$ cat config.mk
export PLATFORM = sky130hd
export DESIGN_NAME = length_framed_xor_deframer
export DESIGN_NICKNAME = d
export VERILOG_FILES = /design/src/hdl/lfxd_pkg.sv /design/src/hdl/lfxd_resid.sv /design/src/hdl/lfxd_pool.sv /design/src/hdl/length_framed_xor_deframer.sv
export SDC_FILE = /design/constraint.sdc
export NUM_CORES = 1
export LEC_CHECK = 0
export BUFFER_PORTS_ARGS = -buffer_cell sky130_fd_sc_hd__buf_4
export CAP_MARGIN = 5
export CORE_MARGIN = 4
export CORE_UTILIZATION = 50
export DETAILED_ROUTE_END_ITERATION = 10
export PLACE_DENSITY_LB_ADDON = 0.08
export SYNTH_ARGS = -nofsm -noshare
export SYNTH_HDL_FRONTEND = slang
export SYNTH_HIERARCHICAL = 1
export SYNTH_SLANG_ARGS = --single-unit
$ cat constraint.sdc
create_clock -name clk_i -period 5.39 [get_ports clk_i]
set_input_delay 1.078 -clock clk_i [delete_from_list [all_inputs] [get_ports clk_i]]
set_output_delay 1.078 -clock clk_i [all_outputs]
set_load 0.05 [all_outputs]
$ cat src/hdl/lfxd_pkg.sv
// lfxd_pkg: beat types, status and operation codes for the length framed
// xor deframer; no dependencies
`default_nettype none

package lfxd_pkg;

  localparam int HEADER_BYTES = 4;
  localparam int HdrCntW      = 3;

  localparam logic [HdrCntW-1:0] HDR_FIRST   = HdrCntW'(0);
  localparam logic [HdrCntW-1:0] HDR_FINAL   = HdrCntW'(HEADER_BYTES - 1);
  localparam logic [HdrCntW-1:0] HDR_PAYLOAD = HdrCntW'(HEADER_BYTES);

  localparam logic OP_STREAM = 1'b0;
  localparam logic OP_LOAD   = 1'b1;

  localparam logic [1:0] STATUS_PAYLOAD   = 2'd0;
  localparam logic [1:0] STATUS_EMPTY     = 2'd1;
  localparam logic [1:0] STATUS_TOO_LARGE = 2'd2;

  localparam logic [31:0] MAX_LEN_RESET = 32'd65536;

  typedef struct packed {
    logic       operation;
    logic [7:0] in_byte;
    logic [5:0] pool_index;
  } in_beat_t;

  typedef struct packed {
    logic [7:0]  out_byte;
    logic [1:0]  status;
    logic        last;
    logic [31:0] frame_length;
  } out_beat_t;

  // key pool access, addresses sized for the largest pool
  typedef struct packed {
    logic       wr_en;
    logic [7:0] wr_addr;
    logic [7:0] wr_data;
    logic       rd_en;
    logic [7:0] rd_addr;
  } pool_req_t;

endpackage

`default_nettype wire

$ cat src/hdl/lfxd_resid.sv
// lfxd_resid: one byte step of a running residue, (r*256 + b) mod MODULUS
// built from two constant tables and one compare and subtract; no package
`default_nettype none

module lfxd_resid #(
  parameter int MODULUS = 31,
  parameter int RW      = 5
) (
  input  logic [RW-1:0] resid_i,
  input  logic [7:0]    byte_i,
  output logic [RW-1:0] resid_o
);

  localparam logic [RW:0] ModW = (RW+1)'(MODULUS);

  logic [RW-1:0] tab_hi [2**RW];
  logic [RW-1:0] tab_lo [256];
  logic [RW:0]   sum;

  for (genvar i = 0; i < 2**RW; i++) begin : g_hi
    assign tab_hi[i] = RW'((i * 256) % MODULUS);
  end

  for (genvar j = 0; j < 256; j++) begin : g_lo
    assign tab_lo[j] = RW'(j % MODULUS);
  end

  // both terms below the modulus, so one correction is enough
  assign sum     = {1'b0, tab_hi[resid_i]} + {1'b0, tab_lo[byte_i]};
  assign resid_o = (sum >= ModW) ? RW'(sum - ModW) : sum[RW-1:0];

endmodule

`default_nettype wire

$ cat src/hdl/lfxd_pool.sv
// lfxd_pool: key pool memory, one write port and one registered read port
// depends on lfxd_pkg for the access struct
`default_nettype none

module lfxd_pool
  import lfxd_pkg::*;
#(
  parameter int DEPTH = 64,
  parameter int AW    = 6
) (
  input  logic      clk_i,
  input  pool_req_t req_i,
  output logic [7:0] rd_data_o
);

  logic [7:0] mem [DEPTH];
  logic [7:0] rd_data_q;

  always_ff @(posedge clk_i) begin
    if (req_i.wr_en) begin
      mem[req_i.wr_addr[AW-1:0]] <= req_i.wr_data;
    end
  end

  always_ff @(posedge clk_i) begin
    if (req_i.rd_en) begin
      rd_data_q <= mem[req_i.rd_addr[AW-1:0]];
    end
  end

  assign rd_data_o = rd_data_q;

endmodule

`default_nettype wire

$ cat src/hdl/length_framed_xor_deframer.sv
// length_framed_xor_deframer: top level, frame parsing, key sequencing and
// output register; depends on lfxd_pkg, lfxd_resid and lfxd_pool
//
// usage
//   in channel  : in_valid_i / in_stall_o / in_beat_i, one beat per cycle
//                 unless stalled, either a link byte or a key pool load
//   out channel : out_valid_o / out_stall_i / out_beat_o, at most one beat
//                 per input beat
//   cfg channel : cfg_valid_i / cfg_ready_o / cfg_data_i writes the largest
//                 accepted frame length; always ready
//   each frame is a 4-byte big-endian length and then the payload; every
//   payload byte leaves xored with a repeating key taken from the pool
//   throughput: one input beat per cycle while the input is not stalled
//   output register: a result is registered and appears in the cycle after
//     its input beat; the pool read port registers the key byte alongside it
//   the length residues (key length, pool start) are built byte by byte as
//   the header arrives, so the first payload byte may follow the header
//   directly
//   when the receiver stalls, the result holds in the output register and
//   the input side stalls only while that register is full and stalled
//   reset: header hunt from the first byte, limit 65536, key length one;
//   the pool is not cleared and must be loaded before use
`default_nettype none

module length_framed_xor_deframer
  import lfxd_pkg::*;
#(
  parameter int POOL_DEPTH = 64,
  parameter int KEY_SPAN   = 32
) (
  input  logic        clk_i,
  input  logic        rst_ni,
  input  logic        in_valid_i,
  output logic        in_stall_o,
  input  in_beat_t    in_beat_i,
  output logic        out_valid_o,
  input  logic        out_stall_i,
  output out_beat_t   out_beat_o,
  input  logic        cfg_valid_i,
  output logic        cfg_ready_o,
  input  logic [31:0] cfg_data_i
);

  localparam int AW     = $clog2(POOL_DEPTH);
  localparam int KeyMod = KEY_SPAN - 1;
  localparam int KW     = (KeyMod > 1) ? $clog2(KeyMod) : 1;
  localparam logic [AW-1:0] AddrTop = AW'(POOL_DEPTH - 1);

  // handshake
  logic in_acc;
  logic is_stream;
  logic is_load;

  // framing state
  logic [HdrCntW-1:0] hb_q, hb_d;
  logic [23:0]        shift_q, shift_d;
  logic [31:0]        len_q, len_d;
  logic [31:0]        remain_q, remain_d;
  logic [31:0]        max_len_q;

  // running residues of the header
  logic [KW-1:0] res_k_q, res_k_d, res_k_in, res_k_next;
  logic [AW-1:0] res_p_q, res_p_d, res_p_in, res_p_next;

  // key sequencing: phase runs 0..klast, addr tracks (start + phase) mod depth
  logic [KW-1:0] klast_q, klast_d;
  logic [KW-1:0] phase_q, phase_d;
  logic [AW-1:0] start_q, start_d;
  logic [AW-1:0] addr_q, addr_d;
  logic          wrap;

  // output register
  logic        out_valid_q, out_valid_d;
  logic        emit;
  logic [1:0]  emit_status;
  logic        emit_last;
  logic [7:0]  byte_q;
  logic        xor_en_q;
  logic [1:0]  status_q;
  logic        last_q;
  logic [31:0] flen_q;

  // pool
  pool_req_t  pool_req;
  logic [7:0] pool_rd;
  logic [7:0] idx_wide;
  logic [31:0] hdr_len;

  assign in_stall_o  = out_valid_q && out_stall_i;
  assign in_acc      = in_valid_i && !in_stall_o;
  assign is_stream   = in_acc && (in_beat_i.operation == OP_STREAM);
  assign is_load     = in_acc && (in_beat_i.operation == OP_LOAD);
  assign cfg_ready_o = 1'b1;

  assign hdr_len  = {shift_q, in_beat_i.in_byte};
  assign idx_wide = {2'b00, in_beat_i.pool_index};

  // residues start over on the first header byte
  assign res_k_in = (hb_q == HDR_FIRST) ? '0 : res_k_q;
  assign res_p_in = (hb_q == HDR_FIRST) ? '0 : res_p_q;

  lfxd_resid #(
    .MODULUS (KeyMod),
    .RW      (KW)
  ) u_resid_key (
    .resid_i (res_k_in),
    .byte_i  (in_beat_i.in_byte),
    .resid_o (res_k_next)
  );

  lfxd_resid #(
    .MODULUS (POOL_DEPTH),
    .RW      (AW)
  ) u_resid_pool (
    .resid_i (res_p_in),
    .byte_i  (in_beat_i.in_byte),
    .resid_o (res_p_next)
  );

  assign wrap = (phase_q == klast_q);

  always_comb begin
    hb_d        = hb_q;
    shift_d     = shift_q;
    len_d       = len_q;
    remain_d    = remain_q;
    res_k_d     = res_k_q;
    res_p_d     = res_p_q;
    klast_d     = klast_q;
    phase_d     = phase_q;
    start_d     = start_q;
    addr_d      = addr_q;
    emit        = 1'b0;
    emit_status = STATUS_PAYLOAD;
    emit_last   = 1'b0;
    if (is_stream) begin
      priority if (hb_q < HDR_FINAL) begin
        shift_d = {shift_q[15:0], in_beat_i.in_byte};
        res_k_d = res_k_next;
        res_p_d = res_p_next;
        hb_d    = hb_q + HdrCntW'(1);
      end else if (hb_q == HDR_FINAL) begin
        shift_d = '0;
        len_d   = hdr_len;
        if (hdr_len > max_len_q) begin
          hb_d        = HDR_FIRST;
          emit        = 1'b1;
          emit_status = STATUS_TOO_LARGE;
          emit_last   = 1'b1;
        end else if (hdr_len == 32'd0) begin
          hb_d        = HDR_FIRST;
          emit        = 1'b1;
          emit_status = STATUS_EMPTY;
          emit_last   = 1'b1;
        end else begin
          klast_d  = res_k_next;
          phase_d  = '0;
          start_d  = res_p_next;
          addr_d   = res_p_next;
          remain_d = hdr_len;
          hb_d     = HDR_PAYLOAD;
        end
      end else begin
        // payload byte, key byte read from addr_q this cycle
        emit        = 1'b1;
        emit_status = STATUS_PAYLOAD;
        emit_last   = (remain_q == 32'd1);
        remain_d    = remain_q - 32'd1;
        phase_d     = wrap ? '0 : phase_q + KW'(1);
        if (wrap) begin
          addr_d = start_q;
        end else begin
          addr_d = (addr_q == AddrTop) ? '0 : addr_q + AW'(1);
        end
        if (emit_last) begin
          hb_d = HDR_FIRST;
        end
      end
    end
  end

  // pool access: loads write, payload bytes read
  always_comb begin
    pool_req         = '0;
    pool_req.wr_en   = is_load && (9'(in_beat_i.pool_index) < 9'(POOL_DEPTH));
    pool_req.wr_addr = 8'(idx_wide[AW-1:0]);
    pool_req.wr_data = in_beat_i.in_byte;
    pool_req.rd_en   = is_stream && (hb_q == HDR_PAYLOAD);
    pool_req.rd_addr = 8'(addr_q);
  end

  lfxd_pool #(
    .DEPTH (POOL_DEPTH),
    .AW    (AW)
  ) u_pool (
    .clk_i     (clk_i),
    .req_i     (pool_req),
    .rd_data_o (pool_rd)
  );

  // output register fills on a result, drains when not stalled
  always_comb begin
    priority if (in_acc) begin
      out_valid_d = emit;
    end else if (!out_stall_i) begin
      out_valid_d = 1'b0;
    end else begin
      out_valid_d = out_valid_q;
    end
  end

  always_ff @(posedge clk_i or negedge rst_ni) begin
    if (!rst_ni) begin
      hb_q        <= HDR_FIRST;
      shift_q     <= '0;
      len_q       <= '0;
      remain_q    <= '0;
      res_k_q     <= '0;
      res_p_q     <= '0;
      klast_q     <= '0;
      phase_q     <= '0;
      start_q     <= '0;
      addr_q      <= '0;
      out_valid_q <= 1'b0;
      max_len_q   <= MAX_LEN_RESET;
    end else begin
      hb_q        <= hb_d;
      shift_q     <= shift_d;
      len_q       <= len_d;
      remain_q    <= remain_d;
      res_k_q     <= res_k_d;
      res_p_q     <= res_p_d;
      klast_q     <= klast_d;
      phase_q     <= phase_d;
      start_q     <= start_d;
      addr_q      <= addr_d;
      out_valid_q <= out_valid_d;
      if (cfg_valid_i && cfg_ready_o) begin
        max_len_q <= cfg_data_i;
      end
    end
  end

  // result payload, loaded with the accepted beat
  always_ff @(posedge clk_i) begin
    if (in_acc && emit) begin
      byte_q   <= in_beat_i.in_byte;
      xor_en_q <= (emit_status == STATUS_PAYLOAD);
      status_q <= emit_status;
      last_q   <= emit_last;
      flen_q   <= len_d;
    end
  end

  assign out_valid_o             = out_valid_q;
  assign out_beat_o.out_byte     = xor_en_q ? (byte_q ^ pool_rd) : 8'd0;
  assign out_beat_o.status       = status_q;
  assign out_beat_o.last         = last_q;
  assign out_beat_o.frame_length = flen_q;

  // checks
  a_stall_needs_full : assert property (@(posedge clk_i) disable iff (!rst_ni)
    in_stall_o |-> out_valid_o)
    else $error("input stalled with an empty output register");

  a_non_payload_last : assert property (@(posedge clk_i) disable iff (!rst_ni)
    out_valid_o && (out_beat_o.status != STATUS_PAYLOAD) |-> out_beat_o.last)
    else $error("header result without last");

  a_phase_bound : assert property (@(posedge clk_i) disable iff (!rst_ni)
    phase_q <= klast_q)
    else $error("key phase beyond key length");

  a_result_on_payload : assert property (@(posedge clk_i) disable iff (!rst_ni)
    pool_req.rd_en |=> out_valid_o && (out_beat_o.status == STATUS_PAYLOAD))
    else $error("pool read without a payload result");

endmodule

`default_nettype wire
==> results of run 1 <==
final cells by class:
cell class	instances	area, µm²
Clock inverter	43	459
Timing Repair Buffer	138	1050
Fill cell	4682	25900
Sequential cell	715	20700
Multi-Input combinational cell	1084	9350
Clock buffer	96	2090
Tap cell	782	978
Inverter	46	173
worst paths after layout:
| check | to | slack [ps] |
|---|---|---|
| worst max register to register | byte_q[0] | 1560 |
| worst min register to register | len_q[6] | 490 |
| max in group asynchronous | max_len_q[27] | 3800 |
| worst max-delay path | klast_q[1] | 1190 |
| min in group asynchronous | max_len_q[11] | 550 |
| worst min-delay path | len_q[6] | 490 |
registers in the layout (all words and copies together) (netlist names), 6 cells and up:
register          flops
addr_q                6
byte_q                8
shift_q              24
u_pool/mem          512
start_q               6
u_pool/rd_data_o      8
max_len_q            32
flen_q               32
remain_q             32
len_q                32
where the power goes:
part	leakage (µW)	internal [µW]	switching [µW]
clock network	0.00124	3190	2120
registers	0.00702	6400	704
logic	0.00410	2010	2270
total	0.0124	11600	5100
placed cells by master, fill, tap and decap left out, types with 37 or more instances in the layout:
cell type / count
a21oi_1: 55
buf_4: 136
clkbuf_16: 80
dfrtp_1: 146
edfxtp_1: 564
ha_1: 56
inv_1: 45
mux2_2: 57
mux2i_1: 40
mux4_2: 128
nand2_1: 112
nand3_1: 37
nor2_1: 143
o21ai_0: 78
per-stage QoR:
stage / cells / hold WS, ps / total power, µW / setup slack (ps) / cell area, µm²
floorplan: 1952 / 451 / 10200 / 351 / 30800
global placement: 2765 / 477 / 11500 / 624 / 32300
detailed placement: 2765 / 478 / 11500 / 612 / 32300
CTS: 2904 / 496 / 16900 / 1230 / 34800
global route: 2904 / 508 / 17500 / 978 / 34800
finish: 2904 / 495 / 16700 / 1190 / 34800
per-layer routing:
layer / part of all wire (%) / wire length, µm / track usage (%)
met5: 0 / 0 / 0
met4: 2.5 / 1840 / 6.77
met3: 5.5 / 4050 / 3.05
met2: 48 / 35800 / 36.7
met1: 44 / 32500 / 32.6
==> results.md, run 1 <==
* Slew Limit Fails at 0
* I/O pin count at 98
* Syn. warnings at 6
* Initial DRC Count at 1401
* Crit end category: flop
* Setup-failing EPs final at 0
* Port bufs at 96
* Setup TNS at 0 ps
* Max Cap Viol at 0
* Global-route wire length before repair at 114 mm
* CP max FO at 5
* Slew HR at 12.4%
* Initial antenna violation count at 2
* Largest net degree at the start of global routing at 95
* Layout cell share with drive strength beyond 1 at 22.1%
* Cts hold-fix bufs at 0
* Critical Path Stages at 16
* WL final at 74.2 mm
* Chip Width at 256 µm
* Worst Setup SP: in_beat_i[7]
* Crit start category: primary input
* Layout Skew at 30.5 ps
* CTS sink cnt at 715
* Die footprint at 65700 µm²
* Post-synthesis cell area at 30800 µm²
* Die Ht at 256 µm
* Area Overhead vs Synth at 13.0%
* Num rows at 90
* Hold WC Path Type: reg -> reg
* CTS Buffer Depth at 3
* Setup Fix Bufs, Post-CTS at 0
* CTS root buffer: clkbuf_16
* Hold_sp: len_q[6]
* Final net count at 2170
* Core ar. at 60700 µm²
* WS Path Type: in -> reg
* CTS buffer count at 76
* Avg Vias per Cell at 6.11
* Reg2reg path depth at 8
* Most frequent CP cell: ha_1
* Peak VDD IR at 0.277 mV
* TritonCTS clock tree: done
* DRT Pass-1 Iters at 5
* Total GRT Usage at 22.7%
* Initial Utilization at 50.8%
* DP HPWL at 47.6 mm
* # diodes at 0
* Worst path slowest cell: fa_1
* Cells after synthesis at 1952
* Post-CTS Resized at 0
* Gp weighted congestion at 0.839
* Post-layout util at 57.4%
* Syn_area_per_cell at 15.8 µm²
* Final Hold Violating Endpoints at 0
* RR Startpoint: shift_q[6]
* Via count at 17800
* Crit path max-delay family: adder cells
* GRT overflow at 0
* Vias in the first global route at 17700
* P per Cell Area at 479 nW/µm²
* Routed Antenna Nets at 0
* Worst-Margin Slew at 1310 ps
* Tcrit/Tclk final at 77.9%
* # DRC at 0
* CP cell instances: buf_4 > inv_1 > ha_1 > mux2_2 > o211ai_1 > o21ai_0 > a211oi_1 > a21oi_1 > ha_1 > fa_1 > ha_1 > nand2_1 > nor3_2 > a21oi_2 > mux2_1 > mux2_4
* H-tree Lvls at 3
* WL/cell at 25.6 µm
* Final min period at 4200 ps
* Post-Syn Nets at 2061
* Worst EP arrival at 4690 ps
* CP peak stage delay at 600 ps
* Leakage power at 0.0124 µW
* CTS clk-pin slew, worst paths at 60 ps
* RSZ-0062 raised after global routing: no
* Outcome: finished clean
* CP bufs+invs at 2
* Worst-skew pair later-pin latency at 630 ps
* Required @ worst endpoint at 5880 ps
* F_max at 238 MHz
* Hold Crit Depth at 1
Power figures use the tool's default switching activity.
==> run 2: changes to the inputs <==
==> constraint.sdc (replaced) <==
create_clock -name clk_i -period 4.35 [get_ports clk_i]
set_input_delay 0.87 -clock clk_i [delete_from_list [all_inputs] [get_ports clk_i]]
set_output_delay 0.87 -clock clk_i [all_outputs]
set_load 0.05 [all_outputs]
==> run 2 against run 1 <==
Compared with the run above: cell count up 2.3%; largest cell class unchanged; utilization up 0.60 points; flip-flop and latch count unchanged; clock power rose by 17%; cell area grew 1.0%; setup slack got worse by 550 ps; hold slack worse by 160 ps; critical path depth is 1 higher; sequential share of layout area shrank 0.62 points; non-clock buffer count increased by 67; register-to-register slack worse by 700 ps.
==> results.md, run 2 (synthesized netlist as in run 1, its figures left out) <==
* Reg2reg setup slack at 860 ps (was 1560 ps)
* I/O pin count at 98 (unchanged)
* DRT Pass-1 Iters at 6 (was 5)
* Setup-failing EPs final at 0 (unchanged)
* Placement Cell Area at 32800 µm² (was 32300 µm²)
* Final Hold Violating Endpoints at 0 (unchanged)
* # DRC at 0 (unchanged)
* WL/cell at 25.2 µm (was 25.6 µm)
* Hold WC Path Type: in -> async (was reg -> reg)
* CP max FO at 4 (was 5)
* Core ar. at 60700 µm² (unchanged)
* F_max at 269 MHz
* Crit start category: primary input (unchanged)
* Fin cells at 2970 (was 2904)
* Most frequent cells in the layout: 564 x edfxtp_1, 201 x buf_4, 146 x dfrtp_1 (was 564 x edfxtp_1, 146 x dfrtp_1, 143 x nor2_1)
* Die footprint at 65700 µm² (unchanged)
* P per Cell Area at 582 nW/µm² (was 479 nW/µm²)
* Worst-skew pair later-pin latency at 620 ps (was 630 ps)
* Layout cell share with drive strength beyond 1 at 24.8% (was 22.1%)
* Routed Antenna Nets at 0 (unchanged)
* Setup TNS at 0 ps (unchanged)
* Leakage power at 0.0126 µW (was 0.0124 µW)
* Outcome: finished clean (unchanged)
* WS Path Type: in -> reg (unchanged)
* Chip Width at 256 µm (unchanged)
* Setup Fix Bufs, Post-CTS at 0 (unchanged)
* WL final at 74.8 mm (was 74.2 mm)
* TritonCTS clock tree: done (unchanged)
* Slew HR at 28.8% (was 12.4%)
* Global-route wire length before repair at 114 mm (about the same)
* Cts hold-fix bufs at 0 (unchanged)
* Worst EP arrival at 4200 ps (was 4690 ps)
* Post-CTS Resized at 0 (unchanged)
* Final min period at 3710 ps
* Final net count at 2235 (was 2170)
* CTS clk-pin slew, worst paths at 60 ps (about the same)
* Slew Limit Fails at 0 (unchanged)
* Power Total at 20500 µW (was 16700 µW)
* Largest net degree at the start of global routing at 100 (was 95)
* H-tree Lvls at 3 (unchanged)
* GRT overflow at 0 (unchanged)
* Max reg flops at 512 (unchanged)
* Die Ht at 256 µm (unchanged)
* Tcrit/Tclk final at 85.4%
* Gp weighted congestion at 0.827 (was 0.839)
* CTS Buffer Depth at 3 (unchanged)
* Port bufs at 96 (unchanged)
* Leading cell type in the layout, fill and taps excluded: edfxtp_1 (unchanged)
* Initial antenna violation count at 3 (was 2)
* CTS sink cnt at 715 (unchanged)
* Crit end category: flop (unchanged)
* Layout Skew at 24.3 ps (was 30.5 ps)
* Total GRT Usage at 22.8% (was 22.7%)
* Area Overhead vs Synth at 14.2% (was 13.0%)
* Cells after DPL at 2832 (was 2765)
* Avg Vias per Cell at 6.04 (was 6.11)
* # diodes at 0 (unchanged)
* Peak VDD IR at 0.383 mV (was 0.277 mV)
* CTS root buffer: clkbuf_16 (unchanged)
* DP HPWL at 48.5 mm (was 47.6 mm)
* Via count at 17900 (was 17800)
* CTS buffer count at 74 (was 76)
* Worst-Margin Slew at 1040 ps (was 1310 ps)
* Initial Utilization at 50.8% (unchanged)
* Post-route cell area at 35200 µm² (was 34800 µm²)
* Num rows at 90 (unchanged)
* Vias in the first global route at 18100 (was 17700)
* Initial DRC Count at 1671 (was 1401)
* RSZ-0062 raised after global routing: no (unchanged)
* Required @ worst endpoint at 4830 ps (was 5880 ps)
* Max Cap Viol at 0 (unchanged)
## run 2: metal layers
metal | GRT usage [%] | share of wire (%) | up-vias
li1 | - | - | 7996
met1 | 32.4 | 43 | 9292
met2 | 37.2 | 49 | 530
met3 | 3.50 | 5.4 | 108
met4 | 6.52 | 2.5 | 4
met5 | 0 | 0.028 | -
## run 2: worst max-delay path, stage by stage
cell	delay (ps)
buf_4	130
inv_1	80
ha_1	190
mux2_2	280
o211ai_1	150
o21ai_0	120
a211oi_1	270
a21oi_1	90
ha_1	230
fa_1	470
a21o_1	190
a21oi_1	180
xnor2_1	200
a21oi_2	120
buf_4	150
o21ba_2	200
mux2_4	270
## run 2: final timing paths
path | endpoint | start | depth (start not counted)
hold reg to reg | len_q[23] | len_q[23] | 1
setup reg to reg | klast_q[1] | hb_q[0] | 13
max in group asynchronous | out_valid_o | rst_ni | 2
hold / removal | max_len_q[14] | rst_ni | 1
setup / recovery | klast_q[2] | in_beat_i[7] | 17
min in group clk_i | max_len_q[6] | cfg_data_i[6] | 3
## run 2: stage by stage
step | setup WS (ps) | utilization, % | hold slack (ps)
after floorplan | 355 | - | 451
after global placement | 109 | 54.0 | 476
after detailed placement | 39.3 | 54.0 | 482
after CTS | 678 | 58.0 | 379
after global routing | 439 | 58.0 | 418
final | 636 | 58.0 | 337
## run 2: power breakdown
| group | switching (µW) | internal (µW) |
|---|---|---|
| clock network | 2620 | 3600 |
| registers | 827 | 7920 |
| logic | 2920 | 2600 |
## run 2: final cells by class
cell class	instances	area (µm²)
fill	4679	25500
sequential	715	20700
multi-input combinational	1084	9340
clock buffer	88	1960
timing repair buffer	205	1580
tap	782	978
clock inverter	50	442
inverter	46	173
